**config.mk**
```make
export PLATFORM = sky130hd
export DESIGN_NAME = sact_lookup
export DESIGN_NICKNAME = d
export VERILOG_FILES = /design/src/hdl/sact_pkg.sv /design/src/hdl/sact_lookup.sv
export SDC_FILE = /design/constraint.sdc
export NUM_CORES = 1
export LEC_CHECK = 0
export BUFFER_PORTS_ARGS = -buffer_cell sky130_fd_sc_hd__buf_2
export CORE_AREA = 4 4 216 218
export DETAILED_ROUTE_END_ITERATION = 6
export DIE_AREA = 0 0 220 222
export PLACE_DENSITY = 0.44
export SKIP_LAST_GASP = 1
export SLEW_MARGIN = 10
export SYNTH_ARGS = -nofsm -noshare
export SYNTH_HDL_FRONTEND = slang
export SYNTH_SLANG_ARGS = --single-unit
```
**constraint.sdc**
```tcl
create_clock -name vclk -period 6
set_input_delay 0.6 -clock vclk [all_inputs]
set_output_delay 0.6 -clock vclk [all_outputs]
set_load 0.03 [all_outputs]
```
**src/hdl/sact_pkg.sv**
```systemverilog
// Shared types and constants for the set-associative cache tag block.
// No dependencies; imported by every module of the block.
`default_nettype none

package sact_pkg;

    // Default sizes of the tag store and the address
    localparam int DEF_MAX_SET_BITS = 6;
    localparam int DEF_MAX_WAYS     = 8;
    localparam int DEF_ADDR_BITS    = 32;

    // Widths of the configuration registers
    localparam int SET_BITS_W   = 3;
    localparam int BLOCK_BITS_W = 5;
    localparam int WAYS_W       = 4;
    localparam int CFG_DATA_W   = 5;
    localparam int CFG_INDEX_W  = 2;
    localparam int KIND_W       = 2;

    // Access kinds
    typedef enum logic [KIND_W-1:0] {
        KIND_LOAD   = 2'd0,
        KIND_STORE  = 2'd1,
        KIND_MODIFY = 2'd2
    } kind_e;

    // Configuration register indexes
    typedef enum logic [CFG_INDEX_W-1:0] {
        CFG_SET_BITS   = 2'd0,
        CFG_BLOCK_BITS = 2'd1,
        CFG_WAYS       = 2'd2
    } cfg_idx_e;

    // Current configuration, as held by the top level
    typedef struct packed {
        logic [SET_BITS_W-1:0]   set_bits;
        logic [BLOCK_BITS_W-1:0] block_bits;
        logic [WAYS_W-1:0]       ways;
    } cfg_t;

    // Outcome of one lookup
    typedef struct packed {
        logic hit;
        logic evicted;
    } lookup_res_t;

endpackage

`default_nettype wire

```
**src/hdl/sact_lookup.sv**
```systemverilog
// Tag compare and FIFO victim choice for one set row read from the store.
// Depends on sact_pkg (lookup_res_t).
`default_nettype none

module sact_lookup
    import sact_pkg::*;
#(
    parameter int MAX_WAYS  = DEF_MAX_WAYS,
    parameter int ADDR_BITS = DEF_ADDR_BITS,
    localparam int WAY_W    = (MAX_WAYS > 1) ? $clog2(MAX_WAYS) : 1,
    localparam int CNT_W    = $clog2(MAX_WAYS + 1)
)
(
    input  wire logic [CNT_W-1:0]                  nw,
    input  wire logic                              set_valid,
    input  wire logic [CNT_W-1:0]                  rd_fill,
    input  wire logic [WAY_W-1:0]                  rd_fifo,
    input  wire logic [MAX_WAYS-1:0][ADDR_BITS-1:0] rd_row,
    input  wire logic [ADDR_BITS-1:0]              tag,
    output lookup_res_t                            res,
    output logic [CNT_W-1:0]                       wr_fill,
    output logic [WAY_W-1:0]                       wr_fifo,
    output logic [MAX_WAYS-1:0][ADDR_BITS-1:0]     wr_row
);

    logic [CNT_W-1:0]    fill_eff;
    logic [WAY_W-1:0]    fifo_eff;
    logic [MAX_WAYS-1:0] match;
    logic                full;
    logic [WAY_W-1:0]    victim;
    logic [CNT_W-1:0]    victim_inc;

    // Treat a set flushed since its last fill as empty
    always_comb
    begin
        if (!set_valid)
            fill_eff = '0;
        else if (rd_fill > nw)
            fill_eff = nw;
        else
            fill_eff = rd_fill;
        fifo_eff = set_valid ? rd_fifo : '0;
    end

    // Compare the tag against every held line of the set
    always_comb
    begin
        for (int w = 0; w < MAX_WAYS; w++)
            match[w] = (CNT_W'(w) < fill_eff) && (rd_row[w] == tag);
    end

    // Pick the victim: next free way, else the oldest line
    always_comb
    begin
        full = (fill_eff >= nw);
        if (!full)
            victim = WAY_W'(fill_eff);
        else if (CNT_W'(fifo_eff) >= nw)
            victim = '0;
        else
            victim = fifo_eff;
        victim_inc = CNT_W'(victim) + CNT_W'(1);
    end

    // Build the updated set state and row
    always_comb
    begin
        res.hit     = |match;
        res.evicted = !res.hit && full;
        if (full)
        begin
            wr_fill = fill_eff;
            wr_fifo = (victim_inc >= nw) ? '0 : WAY_W'(victim_inc);
        end
        else
        begin
            wr_fill = fill_eff + CNT_W'(1);
            wr_fifo = fifo_eff;
        end
        for (int w = 0; w < MAX_WAYS; w++)
            wr_row[w] = (WAY_W'(w) == victim) ? tag : rd_row[w];
    end

endmodule

`default_nettype wire

```
# After elaboration in Yosys (flattened, before gate mapping)
# Index checks and enable logic that the tools add are counted.
totals:
  register_bits: 0
  latchBits: 0
  mem_bits_rw: 0
  romBits: 0
  in_bits: 300
  output_inout_bits: 265
  memories: 0
op_classes:
  add_sub_neg: 2
  n_mul: 0
  div_mod_pow: 0
  n_lt_le_gt_ge: 12
  n_eq_ne: 15
  shifts: 0
  n_mux: 16
  bitwise: 0
  n_reduce_logical: 12
op_table:
  columns: ["cell", "n"]
  rows:
  - ["$eq 32x32->1", 8]
  - ["$mux 32", 8]
  - ["$lt 3x4->1 const A", 4]
  - ["$mux 3", 5]
  - ["$eq 3x3->1 const A", 4]
  - ["$mux 4", 3]
  - ["$logic_and 1x1->1", 9]
  - ["$ge 4x4->1", 2]
  - ["$lt 1x4->1 const A", 2]
  - ["$lt 2x4->1 const A", 2]
  - ["$reduce_or 8->1", 1]
  - ["$eq 2x3->1 const A", 2]
  - ["$add 3x1->4 const B", 1]
  - ["$add 4x1->4 const B", 1]
  - ["$ge 3x4->1", 1]
  - ["$gt 4x4->1", 1]
  - ["$eq 1x3->1 const A", 1]
  - ["$logic_not 3->1", 1]
  - ["$logic_not 1->1", 1]

# Longest topological paths before layout
# Gate-level depths: netlist of run 1.
depth:
  ltp_word: 9
  mapped_depth: 22
  mapped_depth_nobuf: 22

# Worst setup path after synthesis of run 1
# OpenSTA, ideal clock, no wires.
synth_timing:
  path_kind: "input -> output"
  startpoint: "in nw[2]"
  endpoint: "out wr_fifo[0]"
  t_arrival_ps: 5215
  setup_slack_ps: 185
  stages: 22
  n_path_buf: 1
  cell_sequence: "inv_1 ha_1 nand4_1 o21ai_0 a21oi_4 mux2i_1 nor2b_1 inv_1 ha_1 nand2b_1 a21o_1 a21o_1 a21oi_4 clkbuf_1 a21oi_1 inv_1 ha_1 ha_1 a21o_1 a21o_1 a211o_1 o21ai_0"
synth_via:
  elab_chain_len: 9
  elab_cells_between_ends: 11
  cone_classes: "add/sub (1); order compare (4); mux (6)"
synth_rtl:
  columns: ["item", "line_no", "rtl"]
  rows:
  - ["from (decl)", "sact_lookup.sv:14", "input wire logic [CNT_W-1:0] nw,"]
  - ["$gt 4x4->1", "sact_lookup.sv:38", "else if (rd_fill > nw)"]
  - ["$mux 4", "sact_lookup.sv:38", null]
  - ["$mux 4", "sact_lookup.sv:36", "if (!set_valid)"]
  - ["$ge 4x4->1", "sact_lookup.sv:55", "full = (fill_eff >= nw);"]
  - ["$mux 3", "sact_lookup.sv:56", "if (!full)"]
  - ["$add 3x1->4", "sact_lookup.sv:62", "victim_inc = CNT_W'(victim) + CNT_W'(1);"]
  - ["$ge 4x4->1", "sact_lookup.sv:73", "wr_fifo = (victim_inc >= nw) ? '0 : WAY_W'(victim_inc);"]
  - ["$mux 3", "sact_lookup.sv:73", null]
  - ["$mux 3 *", "sact_lookup.sv:70", "if (full)"]
  - ["to (decl)", "sact_lookup.sv:22", "output logic [WAY_W-1:0] wr_fifo,"]
# Mark *: on every way between the ends. The rest lies on a longest branch, timed or not.

# Worst setup path in the final report of run 1
# Same ends and word-level chain as after synthesis.

==> results.cfg, run 1 <==
[die]
fp.dieW_microns = 220
dieArea_sq_um = 48840
ios = 565
die_y_microns = 222
placementRows = 78
coreArea_sq_um = 44890
start_util = 0.1653

[cells_and_area]
fin_nets = 1630
final_cells = 1911
clock_buffers = 0
nFillCells = 4980
area_growth_pct = 45.94
seqCellArea_sq_um = 0
nFlopsAndLatches = 0
drive_gt1_frac = 0.5962

[pwr]
power_frac_seq = 0
vdd_ir_drop_max_uv = 81.82
pwr-share-clk = 0
power_density_nw_per_um2 = 151.7
pwr-share-comb = 1.000
netSwitchingFraction = 0.6288
intPower_uw = 609.7
total_power_mw = 1.643
p_leak_nw = 5.182
p_sw_mw = 1.033

[clock_network]
ctsHoldBuffers = 0
cts_resized = 0
post_cts_buffers = 0

[timing]
clock.fmax_mhz = 176.6
finalHoldViolations = 0
period_share = 0.9439
tns_ns = 0
rsz0062_at_grt = false
slew_headroom = 0.2530
slew_violations = 0
finalSetupViolations = 0
worst_slew_pin_slew_ns = 1.110
min_period_ns = 5.663

[yosys]
synth_top_family_by_area = multiplexers
synthSimpleGateAreaFrac = 0.1037
syn_inst = 801
yosys.area.top_type = xor2_1
synth.most_common_cell = xor2_1
synth.top_cells.by_area = xor2_1 23%, mux2_4 18%, mux2_1 14%, mux2_2 12%, xnor2_1 7.8%
synth.area.mux_share = 0.4408
synth_compound_area_frac = 0.03373
seq_area_frac_synth = 0
yosysTopAreaCellShare = 0.2278
syn_area_per_cell_sq_um = 9.263
synthXorXnorAreaFrac = 0.3057
syn_nets = 1124
netlist_area_sq_um = 7420
synthAdderAreaFrac = 0.03879
yosysWarnings = 0
synth_cell_types = 37
ys_top_cells_by_count = 193 x xor2_1, 90 x mux2_1, 90 x mux2_4, 76 x mux2_2, 66 x xnor2_1

[global_routing]
grt_max_degree = 33
grt_pass1_wl_microns = 69820
grt_pass1_vias = 8827
antenna_found_initial = 9
gr-total-overflow = 0
grt_usage = 0.1993

[setup_path]
crit_arrival_ns = 5.06
crit_path_cell_trace = buf_2, inv_1, ha_1, nand4_1, o21ai_0, a21oi_4, mux2i_1, nor2b_1, inv_1, ha_1, nand2b_1, a21o_1, a21o_1, a21oi_4, nor3_1, a21oi_1, inv_1, ha_1, ha_2, ha_1, a21o_1, a211o_1, o21ai_0, buf_2
cp_max_fo = 6
worstPathRequired_ns = 5.40
cp-start-kind = input pin
critical_path_buf_inv_count = 5
worstSetupPathType = input pin to output pin
crit_top_cell = ha_1
slowest_delay_ns = 0.35
crit_family = compound AO/OA/AOI/OAI gates
end_kind = output pin
cp_slowest_cell = ha_1

[route]
drtPass1Iterations = 5
ant_nets = 0
dr_total_vias = 8387
drc_errors = 0
drtIter0Drc = 396
avgRoutedWirePerCell_microns = 27.41
viasPerCell = 4.389
routed_wl_microns = 52390

[place]
numPortBuffers = 565
post-place-cells = 1905
post-dp-hpwl_microns = 44780
place_congestion = 0.8322

[flow_run]
timing.max_cap.violations = 0

[outcome]
status = finished clean

[hold_path]
hold_path_class = input pin to output pin
==> metal layers <==
metal	vias up	track usage	routed length, microns
li1	3839	-	-
met1	4096	0.2466	21830
met2	404	0.3647	26210
met3	44	0.02713	3022
met4	4	0.04194	1301
met5	-	0	23
==> power groups by stage <==
stage | clock [mW] | combinational [mW] | sequential [mW]
6_report | 0.0000000532 | 1.64 | 0
5_1_grt | 0.0000000670 | 1.73 | 0
4_1_cts | 0 | 1.67 | 0
3_5_place_dp | 0 | 1.66 | 0
3_3_place_gp | 0 | 1.66 | 0
2_1_floorplan | 0 | 1.09 | 0
==> per-stage QoR <==
| step | instance area (sq um) | setup WS [ns] | util | hold WS [ns] |
|---|---|---|---|---|
| floorplan | 7420 | 0.1852 | - | 1.381 |
| global placement | 10810 | 0.4288 | 0.2409 | 1.594 |
| CTS | 10810 | 0.3430 | 0.2409 | 1.595 |
| finish | 10830 | 0.3366 | 0.2412 | 1.589 |
| detailed placement | 10810 | 0.3537 | 0.2409 | 1.593 |
| global route | 10820 | 0.05915 | 0.2410 | 1.606 |
==> cell type report <==
cell class | instances | area, sq um | area share
multi-input combinational | 695 | 6858 | 0.6333
timing repair buffer | 597 | 3156 | 0.2914
tap | 600 | 750.7 | 0.06933
inverter | 13 | 48.80 | 0.004507
antenna | 6 | 15.01 | 0.001387
==> worst paths after layout <==
check                       start          end  depth (start not counted)
worst max-delay path        nw[2]   wr_fifo[0]                         24
worst min-delay path  rd_row[184]  wr_row[184]                          3
==> cell usage in the layout, fill, tap and decap left out, drive strengths merged, types with 2 or more instances in the layout <==
cell type / n
diode: 6
xnor2: 66
nor2b: 3
nor3: 5
buf: 597
a211o: 3
xor2: 193
a211oi: 2
inv: 13
nor4: 52
a21oi: 7
mux2: 256
nor3b: 3
nand2b: 3
nand4: 29
o21ai: 9
nand3: 3
nor2: 11
o2bb2ai: 2
nand2: 9
mux2i: 5
ha: 23
a21o: 6
==> kinds of logic after synthesis <==
group,after synthesis
AO/OA/AOI/OAI,30
XOR/XNOR,259
adder cells (fa/ha/maj),23
buffers and inverters,106
multiplexers,261
AND/OR/NAND/NOR,122
No activity file was read; power rests on OpenSTA's default activity.
==> inputs of run 2 (changes only) <==
- RECOVER_POWER: unset -> 25
==> run 2 against run 1 <==
Effect of this change: cell area decreased by 0.95%; die area unchanged; worst setup slack got worse by 0.039 ns; cell count about the same; hold slack improved by 0.0042 ns; count of clock-buffer cells in the layout unchanged; combinational power about the same; utilization decreased by 0.23 points; wire length increased by 0.16%; first-iteration DRC count increased by 21%; highest routed layer unchanged.
==> results.cfg, run 2 (synthesized netlist as in run 1, its figures left out) <==
[outcome]
status = finished clean

[hold_path]
min_to = wr_row[221]
whs_path_depth = 3
hold_path_class = input pin to output pin
hp-start = rd_row[221]

[global_routing]
gr-total-overflow = 0
antenna_found_initial = 9
use_met2 = 0.3647
grt_pass1_wl_microns = 69820
globalRouteMet3Util = 0.02713
grt_usage = 0.1993
grt_max_degree = 33
busiest_layer = met2
grt_pass1_vias = 8827
grtUsageMet1 = 0.2466

[place]
post-place-cells = 1905
post-dp-hpwl_microns = 44780
dp_slack_ns = 0.3537
numPortBuffers = 565
place_congestion = 0.8322

[die]
dieArea_sq_um = 48840
ios = 565
placementRows = 78
start_util = 0.1653
coreArea_sq_um = 44890
fp.dieW_microns = 220
die_y_microns = 222

[cells_and_area]
final_cells = 1912
clock_buffers = 0
drive_gt1_frac = 0.5632
seqCellArea_sq_um = 0
nFlopsAndLatches = 0
mostFrequentLayoutCells = 514 x buf_2, 193 x xor2_1, 91 x mux2_1
fin_nets = 1630
area_growth_pct = 44.55
mostFrequentLayoutCell = buf_2

[timing]
finalHoldViolations = 0
clock.fmax_mhz = 175.4
hold_ws_ns = 1.593
rsz0062_at_grt = false
period_share = 0.9503
slew_violations = 0
finalSetupViolations = 0
tns_ns = 0
setup_slack_ns = 0.2980
min_period_ns = 5.702
worst_slew_pin_slew_ns = 1.306
slew_headroom = 0.1293

[route]
dr_total_vias = 8363
routed_wl_microns = 52470
avgRoutedWirePerCell_microns = 27.44
drtIter0Drc = 479
viasPerCell = 4.374
drtPass1Iterations = 5
drc_errors = 0
ant_nets = 0

[setup_path]
worstPathRequired_ns = 5.40
cp-start-kind = input pin
cp_slowest_cell = o21ai_2
crit_arrival_ns = 5.10
worstSetupPathType = input pin to output pin
end_kind = output pin
cp_max_fo = 17
crit_path_cell_trace = buf_2, inv_1, ha_1, nand4_1, o21ai_0, a21oi_4, mux2i_1, and2b_2, ha_1, a21o_1, a21oi_4, buf_4, and3b_1, buf_4, o21ai_2, buf_12, mux2_1, buf_2
slowest_delay_ns = 0.99

[pwr]
p_leak_nw = 5.060
power_density_nw_per_um2 = 152.0
vdd_ir_drop_max_uv = 81.57
total_power_mw = 1.630

[clock_network]
post_cts_buffers = 0
ctsHoldBuffers = 0
cts_resized = 0

[flow_run]
timing.max_cap.violations = 0
[run 2: changes by cell type in the layout (fill, tap and decap cells not counted), moves of 2 or more]
cell / before / now
buf_12: 7 / 5
buf_2: 565 / 514
buf_4: 25 / 22
clkbuf_1: 0 / 40
clkbuf_2: 0 / 14
o21ai_4: 3 / 1
[run 2: layout make-up]
cell class	instances	area, sq um
Antenna cell	7	17.52
Fill cell	5010	34170
Inverter	13	48.80
Multi-Input combinational cell	695	6839
Tap cell	600	750.7
Timing Repair Buffer	597	3069
[run 2: where the power goes]
part	internal (mW)	leakage (nW)	switching [mW]	total (mW)
logic	0.598	5.06	1.03	1.63
registers	0	0	0	0
clock network	0.0000000769	0.0000444	0	0.0000000769
total	0.598	5.06	1.03	1.63
[run 2: worst max-delay path: cells and delay by family]
family	cells	cell delay, ns
compound gates	5	1.60
fa+ha+maj	2	0.62
simple gates	3	0.54
mux	2	0.67
buf+inv	6	1.03
[run 2: worst max-delay path by stage]
stage / start / to / cells past startpoint
2_1_floorplan: nw[2] / wr_fifo[0] / 22
3_3_place_gp: nw[2] / wr_fifo[0] / 24
3_5_place_dp: nw[2] / wr_fifo[0] / 24
4_1_cts: nw[2] / wr_fifo[0] / 24
5_1_grt: nw[2] / wr_row[199] / 18
6_report: nw[2] / wr_row[199] / 18
[run 2: metrics by stage]
| step | util | area, sq um |
|---|---|---|
| 2_1_floorplan | - | 7420 |
| 3_5_place_dp | 0.2409 | 10810 |
| 3_3_place_gp | 0.2409 | 10810 |
| 5_1_grt | 0.2387 | 10720 |
| 4_1_cts | 0.2409 | 10810 |
| 6_report | 0.2389 | 10730 |
[run 2: routing by layer]
layer  vias to the layer above  wire (microns)  part of all wire
met1                      4058           21770              0.41
met5                         -              23           0.00044
li1                       3838               -                 -
met3                        44            2991             0.057
met2                       419           26380              0.50
met4                         4            1305             0.025
