==> src/hdl/sact_pkg.sv <==
// Shared types and constants for the set-associative cache tag block.
// No dependencies; imported by every module of the block.
`default_nettype none

package sact_pkg;

    // Default sizes of the tag store and the address
    localparam int DEF_MAX_SET_BITS = 6;
    localparam int DEF_MAX_WAYS     = 8;
    localparam int DEF_ADDR_BITS    = 32;

    // Widths of the configuration registers
    localparam int SET_BITS_W   = 3;
    localparam int BLOCK_BITS_W = 5;
    localparam int WAYS_W       = 4;
    localparam int CFG_DATA_W   = 5;
    localparam int CFG_INDEX_W  = 2;
    localparam int KIND_W       = 2;

    // Access kinds
    typedef enum logic [KIND_W-1:0] {
        KIND_LOAD   = 2'd0,
        KIND_STORE  = 2'd1,
        KIND_MODIFY = 2'd2
    } kind_e;

    // Configuration register indexes
    typedef enum logic [CFG_INDEX_W-1:0] {
        CFG_SET_BITS   = 2'd0,
        CFG_BLOCK_BITS = 2'd1,
        CFG_WAYS       = 2'd2
    } cfg_idx_e;

    // Current configuration, as held by the top level
    typedef struct packed {
        logic [SET_BITS_W-1:0]   set_bits;
        logic [BLOCK_BITS_W-1:0] block_bits;
        logic [WAYS_W-1:0]       ways;
    } cfg_t;

    // Outcome of one lookup
    typedef struct packed {
        logic hit;
        logic evicted;
    } lookup_res_t;

endpackage

`default_nettype wire

==> src/hdl/sact_split.sv <==
// Address split: derives the set index and tag of an access from the configuration.
// Depends on sact_pkg (cfg_t).
`default_nettype none

module sact_split
    import sact_pkg::*;
#(
    parameter int MAX_SET_BITS = DEF_MAX_SET_BITS,
    parameter int ADDR_BITS    = DEF_ADDR_BITS,
    localparam int SET_IW      = (MAX_SET_BITS > 0) ? MAX_SET_BITS : 1
)
(
    input  var cfg_t                 cfg,
    input  wire logic [ADDR_BITS-1:0] address,
    output logic      [SET_IW-1:0]    set_idx,
    output logic      [ADDR_BITS-1:0] tag
);

    localparam int SB_W    = 4;
    localparam int SHIFT_W = 6;

    logic [SB_W-1:0]    sb;
    logic [SET_IW-1:0]  set_mask;
    logic [SHIFT_W-1:0] tag_shift;
    logic [ADDR_BITS-1:0] shifted;

    // Saturate the set bit count to the store size
    always_comb
    begin
        if (32'(cfg.set_bits) > MAX_SET_BITS)
            sb = SB_W'(MAX_SET_BITS);
        else
            sb = SB_W'(cfg.set_bits);
    end

    // Shift away the block offset, keep the low set bits as index
    assign set_mask  = SET_IW'((64'd1 << sb) - 64'd1);
    assign shifted   = address >> cfg.block_bits;
    assign set_idx   = SET_IW'(shifted) & set_mask;
    assign tag_shift = SHIFT_W'(cfg.block_bits) + SHIFT_W'(sb);
    assign tag       = address >> tag_shift;

endmodule

`default_nettype wire

==> config.mk <==
export PLATFORM = sky130hd
export DESIGN_NAME = sact_split
export DESIGN_NICKNAME = d
export VERILOG_FILES = /design/src/hdl/sact_pkg.sv /design/src/hdl/sact_split.sv
export SDC_FILE = /design/constraint.sdc
export NUM_CORES = 1
export LEC_CHECK = 0
export BUFFER_PORTS_ARGS = -buffer_cell sky130_fd_sc_hd__buf_2
export CAP_MARGIN = 0
export CORE_UTILIZATION = 25
export DETAILED_ROUTE_END_ITERATION = 10
export PLACE_DENSITY = 0.51
export SLEW_MARGIN = 20
export SYNTH_ARGS = -nofsm -noshare
export SYNTH_HDL_FRONTEND = slang
export SYNTH_SLANG_ARGS = --single-unit
export TNS_END_PERCENT = 20
==> constraint.sdc <==
create_clock -name vclk -period 3.89
set_clock_uncertainty 0.15 [all_clocks]
set_input_delay 0.778 -clock vclk [all_inputs]
set_output_delay 0.778 -clock vclk [all_outputs]
set_load 0.01 [all_outputs]
## Word-level counts from Yosys, hierarchy flattened

Cells that the tools add are included.

- Flip-flop bits (word level): 0
- Input bits: 44
- Output and inout port bits: 38
- Word-level logic and storage cells: 8

- Add/sub/neg operators: 2
- Magnitude comparators: 1
- Shift-type cells: 3
- Mux-type cells: 1
- Bitwise logic cells: 1

Operators with widths:

| cell | count |
|---|---|
| 32-bit by 5-bit right shift with 6-bit output | 1 |
| 32-bit by 6-bit right shift with 32-bit output | 1 |
| 5-bit by 4-bit adder with 6-bit output | 1 |
| 6-bit AND | 1 |
| 1-bit by 3-bit << shifter with 6-bit output (first input constant) | 1 |
| 6-bit by 1-bit subtractor with 6-bit output (second input constant) | 1 |
| 3-bit > comparator (second input constant) | 1 |
| 3-bit two-way mux | 1 |

## Logic depth before layout (Yosys ltp)

Gate-level depths: netlist of run 1.

- Depth in word-level cells: 5
- Depth in mapped cells: 11
- Gate-level depth less buffers: 9

## Worst setup path after synthesis of run 1

OpenSTA, ideal clock, no wires.

- Path type: input to output
- Start point: input port cfg[5] (netlist name)
- End point: output port tag[0]
- Arrival time: 3.300 ns
- Required time: 2.962 ns
- Setup slack: -0.338 ns
- Stages: 11
- Path buffers: 4
- Cell sequence: buf_4 > buf_4 > clkinv_1 > fa_1 > buf_6 > clkbuf_1 > mux4_2 > mux2i_1 > nand3_1 > nand3_1 > o221ai_1

- Longest elaborated chain between the ends: 2

RTL lines:

| element | line | text |
|---|---|---|
| from (decl) | sact_split.sv:13 | `input var cfg_t cfg,` |
| 5-bit by 4-bit adder with 6-bit output | sact_split.sv:40 | `assign tag_shift = SHIFT_W'(cfg.block_bits) + SHIFT_W'(sb);` |
| 32-bit by 6-bit right shift with 32-bit output | sact_split.sv:41 | `assign tag = address >> tag_shift;` |
| to (decl) | sact_split.sv:16 | `output logic [ADDR_BITS-1:0] tag` |

Every way passes these cells.

## Worst setup path in the final report of run 1

- Start point: input port cfg[11] (netlist name)
- End point: output port tag[5]

- Longest elaborated chain between the ends: 4

RTL lines:

| element | line | text |
|---|---|---|
| 3-bit > comparator | sact_split.sv:30 | `if (32'(cfg.set_bits) > MAX_SET_BITS)` |
| 3-bit two-way mux * | sact_split.sv:30 |  |
| 5-bit by 4-bit adder with 6-bit output * | sact_split.sv:40 |  |
| 32-bit by 6-bit right shift with 32-bit output * | sact_split.sv:41 |  |

Mark *: on every way between the ends. The rest lies on a longest branch, timed or not.

==> results of run 1 <==
[cells in the final DEF (no fill, tap or decap), types with 5 or more instances in the layout]
| cell | Yosys | final |
|---|---|---|
| a21oi_1 | 15 | 14 |
| and3_1 | 5 | 5 |
| buf_2 | 8 | 75 |
| buf_4 | 5 | 71 |
| buf_6 | 6 | 14 |
| mux2i_1 | 42 | 38 |
| mux4_1 | 10 | 7 |
| mux4_2 | 51 | 54 |
| nand2_1 | 30 | 30 |
| nand3_1 | 10 | 9 |
| nor2_1 | 16 | 15 |
| nor2b_1 | 6 | 5 |
| o21ai_0 | 13 | 8 |
| o21ai_1 | 4 | 8 |
| o221ai_1 | 13 | 10 |
[worst max-delay path by stage]
stage | start | endpoint | cells after the start
6_report | cfg[11] | tag[5] | 12
5_1_grt | cfg[11] | tag[6] | 13
4_1_cts | cfg[11] | tag[7] | 14
3_5_place_dp | cfg[9] | tag[2] | 11
3_3_place_gp | cfg[9] | tag[4] | 13
2_1_floorplan | cfg[5] | tag[3] | 9
[stage by stage]
step           area, um2  hold slack [ps]
3_5_place_dp        4170             1890
2_1_floorplan       3180             1520
5_1_grt             4420             1920
4_1_cts             4410             1890
3_3_place_gp        4170             1900
6_report            4420             1900
[critical path: cells and delay by family]
family                   cells  cell delay, ps
multiplexers                 2             840
AO/OA/AOI/OAI                2             260
buffers and inverters        6             610
adder cells (fa/ha/maj)      2             760
[report_power, final]
group          switching, W  total [W]  leakage (nW)  internal (W)
clock network             0          0             0             0
logic              0.000514    0.00108          1.89      0.000563
registers                 0          0             0             0
[final cells by class]
class              instances  area (um2)  share of cell area [%]
well taps                168         210                    4.76
multi-input cells        269        2980                    67.4
inverters                  7        27.5                   0.623
repair buffers           166        1200                    27.2
[timing repair]
action / 4_1_cts / 5_1_grt
resized for setup: 38 / 12
setup buffers: 7 / 0
pin swaps: 12 / 10
setup endpoints to repair: 28 / 29
gates cloned: 3 / 0
[layer usage]
metal	global-route usage [%]	up-vias	routed length (um)
li1	-	1553	-
met1	26.9	1724	5210
met2	29.9	200	5620
met3	1.32	10	1010
met4	2.34	0	142
met5	0	-	0
[cell families after synthesis]
kind of cell / after synthesis / share of synthesized area [%]
adder cells (fa/ha/maj): 4 / 1.83
XOR/XNOR: 2 / 1.15
AO/OA/AOI/OAI: 72 / 16.0
buffers and inverters: 39 / 8.22
multiplexers: 108 / 59.9
AND/OR/NAND/NOR: 83 / 12.9
[cells in the mapped netlist (all sizes together), types with 2 or more instances]
cell	number
nand2b	4
a31oi	2
mux4	61
nor2b	6
nand3	11
o21ai	17
nor3	3
o2bb2ai	3
ha	3
nor4	2
buf	23
inv	6
mux2i	42
o221ai	13
mux2	5
and2	2
o21a	4
nor2	17
clkbuf	9
nand2	30
nand3b	2
a211o	4
and3	5
a21oi	17
==> run metrics, run 1 <==
outcome=complete, but fails checks; failing checks=negative setup slack; CP Max Fanout=5; Final Cycle Share=107%; # DRC=0; worst slack at placement=-315 ps; FF+latch area=0 um2; Initial Util=25.9%; fmax=about 240 MHz; first-pass GRT wire length=around 19 mm; Die X=roughly 110 um; Site Rows=40; Synthesized Nets=about 360; vias per cell=roughly 5.7; Synthesis Warnings=0; I/O Buffers=just under 80; data required time of the worst path=between 2000 and 3000 ps; final hold vios=0; slack of the critical path=-278 ps; leakage power=1.89 nW; Hold Path End=set_idx[4]; post-synth cell types=56; Detail Placement HPWL=about 9.5 mm; Setup TNS=-4030 ps; hold depth=3; final cell count without fillers=between 600 and 700; Antenna Nets Post-Route=0; synthesized instance count=roughly 310; syn_area_per_cell=10.2 um2; Power Dens Cells=244 mW/mm2; number of global-route vias before repair=3372; min cycle time layout=around 4200 ps; cell taking the most area after synthesis=mux4_2; Cell Area, Synth=between 0.003 and 0.004 mm2; area of the core=around 0.012 mm2; CP endpoint kind=output port; Worst Setup Start Kind=primary input; Fill cells=between 1000 and 1500; Slew HR=47.8%; CP most frequent cell=buf_6; # setup viols final=27; die area=around 0.013 mm2; total congestion overflow=0; critical path's slowest cell=fa_2; Syn-to-layout area delta=40.2%; # hold bufs at CTS=0; gp weighted congestion=a little over 0.9; ant diodes=0; antenna violations before repair=0; crit path DAT=roughly 3200 ps; Least-Margin Pin Slew=slightly below 800 ps; Seq/Total Area, Yosys=0%; final WL=roughly 12 mm; Detailed Routing Iterations Pass 1=5; post-DR wirelength/cell=~20 um; total power=0.00108 W; boundary pin count=82; Iter 0 DRT Violations=~320; Synth area leaders=mux4_2 36%, mux2i_1 13%, mux4_1 8.3%, o221ai_1 3.6%, nand2_1 3.6%; Nets=492; fin. max-slew vios=0; worst min-delay path category=primary input to output port; hold path start=cfg[8]; RSZ-0062 raised after global routing=yes; Worst path max stage delay=570 ps; gr usage total=between 10% and 20%; share of cells above drive strength 1=56.6%; sequential cell count=0; Peak VDD IR=70.1 uV; largest net degree at the start of global routing=36; CP Cell Sequence=buf_6 -> a21boi_2 -> ha_2 -> inv_2 -> fa_2 -> buf_6 -> buf_16 -> buf_6 -> mux4_2 -> mux4_2 -> o2bb2ai_2 -> buf_2; Via Count=about 3500; Max Cap Violations=0; dpl cells=between 600 and 700; utilization after layout=a little over a third; Setup Crit Path Kind=primary input to output port; # clk buffers=0; Yosys top cell area share=36.4%; die height=between 100 and 150 um
Power figures use the tool's default switching activity.
==> inputs of run 2 (changes only) <==
CORE_UTILIZATION = 50   (was 25)
PLACE_DENSITY = 0.85   (was 0.51)
SKIP_LAST_GASP = 1   (was unset)
==> run metrics, run 2 (synthesis results as in run 1) <==
I/O Buffers=slightly below 80; FF+latch area=0 um2; multi-input logic area=between 0.002 and 0.003 mm2; total congestion overflow=0; gr usage total=approximately a third; # DRC=0; die area=0.00663 mm2; Initial Util=roughly 53%; Final Cycle Share=106%; ant diodes=0; Fill cells=approximately 460; # hold bufs at CTS=0; worst min-delay path category=primary input to output port; Worst Setup Start Kind=primary input; antenna violations before repair=0; Slew HR=about 55%; share of cells above drive strength 1=53.4%; fin. max-slew vios=0; most frequent cells in the layout=75 x buf_2, 65 x buf_4, 53 x mux4_2; slack of the critical path=-248 ps; RSZ-0062 raised after global routing=yes; final hold vios=0; Site Rows=28; first-pass GRT wire length=about 17 mm; Die X=just over 80 um; data required time of the worst path=around 3000 ps; total power=about 0.0010 W; number of global-route vias before repair=~3200; Detailed Routing Iterations Pass 1=5; Nets=roughly 480; vias per cell=7.05; min cycle time layout=4140 ps; Syn-to-layout area delta=31.4%; area of the core=between 0.005 and 0.006 mm2; Peak VDD IR=around 130 uV; Antenna Nets Post-Route=0; Iter 0 DRT Violations=roughly 330; CP endpoint kind=output port; # setup viols final=28; Least-Margin Pin Slew=approximately 670 ps; gp weighted congestion=0.974; fmax=between 200 and 250 MHz; Setup Crit Path Kind=primary input to output port; CP Max Fanout=11; post-DR wirelength/cell=22.0 um; commonest non-fill, non-tap cell in the layout=buf_2; leakage power=1.81 nW; failing checks=negative setup slack; # clk buffers=0; outcome=complete, but fails checks; Power Dens Cells=~240 mW/mm2; Via Count=3551; worst slack at placement=-338 ps; final WL=approximately 11 mm; boundary pin count=82; crit path DAT=approximately 3200 ps; Detail Placement HPWL=between 8 and 9 mm; Max Cap Violations=0; largest net degree at the start of global routing=36; sequential cell count=0; die height=81.4 um
## run 2: cell types whose count changed in the layout (fill, tap and decap cells not counted), sizes merged
cell,delta
buf,-13
## run 2: final cells by class
type | instances | area share (%)
repair buffers | 153 | 26.0
multi-input cells | 269 | 71.0
well taps | 75 | 2.27
inverters | 7 | 0.665
## run 2: stage by stage
stage,area [um2],setup TNS [ps],hold WS [ps],util [%],std cells
CTS,4090,-4560,1870,68.2,502
global route,4140,-6410,1920,69.1,504
detailed placement,3970,-6120,1870,66.3,498
floorplan,3180,0,1520,-,308
global placement,3970,-3560,1860,66.3,498
finish,4140,-3870,1880,69.1,504
## run 2: critical path, cell delays in order
cell	delay [ps]
buf_6	90
a21boi_2	120
ha_2	200
inv_2	50
fa_2	570
buf_12	160
buf_4	150
mux4_2	330
mux2i_2	190
nand3_1	140
nand3_2	120
o221ai_1	140
buf_2	170
## run 2: what timing repair did
action                     4_1_cts  5_1_grt
cloned                           2        0
pin swaps                        6        4
gates resized for setup         18        8
setup buffers                    2        2
setup endpoints to repair       28       28
## run 2: layer usage
layer	part of all wire, %	vias to the layer above	global-route usage, %
li1	-	1533	-
met5	0	-	0
met1	39	1710	46.7
met2	48	267	57.2
met3	9.2	41	4.16
met4	3.9	0	11.3
## run 2: power by group
group          switching, W  leakage (nW)  total, W  internal, W
Clock                     0             0         0            0
Combinational      0.000489          1.81   0.00101     0.000521
Sequential                0             0         0            0
Total              0.000489          1.81   0.00101     0.000521
## run 2: worst paths after layout
path | start | endpoint | slack (ps) | cells past startpoint
setup / recovery | cfg[11] | tag[0] | -250 | 13
hold / removal | cfg[7] | set_idx[0] | 1880 | 3
==> inputs of run 3 (changes only) <==
ABC_AREA = 1   (was unset)
==> run metrics, run 3 <==
outcome=complete, but fails checks; failing checks=negative setup slack; worst slack at placement=about 9.6 ps; Iter 0 DRT Violations=about 830; multi-input logic area=0.00285 mm2; Cell Area, Synth=0.00315 mm2; min cycle time layout=3920 ps; Fill cells=around 570; Synthesized Nets=~750; number of global-route vias before repair=just over 4000; area of the core=approximately 0.0060 mm2; Slew HR=just under 60%; RSZ-0062 raised after global routing=yes; fmax=around 260 MHz; syn_area_per_cell=between 4 and 5 um2; Syn-to-layout area delta=19.1%; # DRC=0; list of most frequent post-synthesis cells=305 x nand2_1, 199 x nand3_1, 50 x nor2_1, 30 x buf_2, 24 x inv_1; first-pass GRT wire length=around 17 mm; Peak VDD IR=170 uV; Detailed Routing Iterations Pass 1=7; gr usage total=a little under a third; final instance area=0.00376 mm2; DP Area=0.00357 mm2; fin. max-slew vios=0; Least-Margin Pin Slew=about 600 ps; final hold vios=0; cell taking the most area after synthesis=nand2_1; # setup viols final=4; final WL=~11 mm; # clk buffers=0; die height=roughly 81 um; Nets=801; CP Max Fanout=16; critical path's slowest cell=fa_2; Setup crit start=cfg[10]; slack of the critical path=-25.4 ps; worst min-delay path category=primary input to output port; Synthesis Warnings=0; commonest non-fill, non-tap cell in the layout=nand2_1; post-DR wirelength/cell=13.4 um; crit path DAT=between 2000 and 3000 ps; Site Rows=28; FF+latch area=0 um2; gp weighted congestion=0.949; share of cells above drive strength 1=between 10% and 20%; I/O Buffers=just under 80; Antenna Nets Post-Route=0; Hold Path End=set_idx[0]; Via Count=roughly 5000; Die X=roughly 81 um; sequential cell count=0; Yosys top cell area share=between 30 and 40%; leakage power=2.15 nW; synthesized instance count=roughly 700; Initial Util=a little over half; Setup Crit Path Kind=primary input to output port; leading cell type by number of instances after synthesis=nand2_1; CP Cell Sequence=buf_6 -> nand2_2 -> inv_2 -> nor2_2 -> ha_2 -> inv_2 -> fa_2 -> buf_4 -> clkbuf_16 -> nand3_1 -> nand3_1 -> nand3_1 -> o21ai_0 -> a21oi_1 -> buf_2; most frequent cells in the layout=303 x nand2_1, 193 x nand3_1, 76 x buf_2; Worst path max stage delay=600 ps; ant diodes=0; Max Cap Violations=0; hold depth=6; Seq/Total Area, Yosys=0%; data required time of the worst path=2960 ps; Setup TNS=-39.6 ps; total congestion overflow=0; vias per cell=slightly above 6; Worst Setup Start Kind=primary input; post-synth cell types=26; die area=~0.0066 mm2; antenna violations before repair=0; Synth area leaders=nand2_1 36%, nand3_1 32%, nor2_1 6.0%, buf_2 4.8%, a21oi_1 3.5%; Final Cycle Share=101%; Power Dens Cells=between 200 and 250 mW/mm2; utilization after layout=62.7%; CP endpoint kind=output port; hold path start=cfg[9]; CP most frequent cell=nand3_1; Detail Placement HPWL=~7.9 mm; boundary pin count=slightly above 80; largest net degree at the start of global routing=43
run 3: cell types whose count changed in the layout (fill, tap and decap cells not counted), sizes merged, moves of 5 or more:
cell	change
nand3	+188
mux4	-61
o221ai	-13
mux2i	-42
nor2b	-6
buf	-54
a21oi	+8
nand2	+277
nor2	+33
inv	+24
o21ai	+5
mux2	-5
run 3: per-layer routing:
layer / up-vias / track usage [%] / wire [um] / part of all wire, %
li1: 2399 / - / - / -
met2: 401 / 53.6 / 5070 / 46
met5: - / 0 / 0 / 0
met3: 52 / 2.33 / 1500 / 14
met1: 2130 / 42.0 / 4130 / 37
met4: 0 / 8.21 / 338 / 3.1
run 3: repair_timing:
| action | CTS | global route |
|---|---|---|
| setup buffers | 0 | 4 |
| resized for setup | 0 | 31 |
| hold buffers | 0 | 0 |
| cloned | 0 | 2 |
| pin swaps | 0 | 4 |
| endpoints found under the setup margin | 1 | 26 |
run 3: worst max path at each step:
stage	to
finish	tag[9]
global route	tag[5]
CTS	tag[11]
detailed placement	tag[11]
global placement	tag[11]
floorplan	tag[15]
run 3: kinds of logic after synthesis:
family	count (synthesis)	share of synthesized area, %
buffers and inverters	77	12.3
adders and majority gates	4	1.82
AOI/OAI and AO/OA	53	9.44
xor gates and xnor gates	2	1.15
and+or+nand+nor	561	75.3
run 3: final cells by class:
type,count,share of cell area [%]
Multi-Input combinational cell,620,75.8
Timing Repair Buffer,101,18.6
Tap cell,75,2.50
Inverter,30,3.13
run 3: report_power, final:
| group | switching (W) | internal (W) |
|---|---|---|
| sequential | 0 | 0 |
| combinational | 0.000570 | 0.000332 |
| clock | 0 | 0 |
| total | 0.000570 | 0.000332 |
run 3: critical path, delay by kind of cell:
family                   cells  cell delay [ps]
AND/OR/NAND/NOR              5              530
AO/OA/AOI/OAI                2              230
buffers and inverters        6              650
adder cells (fa/ha/maj)      2              800
run 3: stage by stage:
| step | hold WS (ps) | power (W) | instances |
|---|---|---|---|
| floorplan | 1500 | 0.000593 | 697 |
| global placement | 1860 | 0.000802 | 820 |
| detailed placement | 1860 | 0.000812 | 820 |
| CTS | 1860 | 0.000814 | 820 |
| global route | 1910 | 0.00100 | 826 |
| finish | 1870 | 0.000902 | 826 |
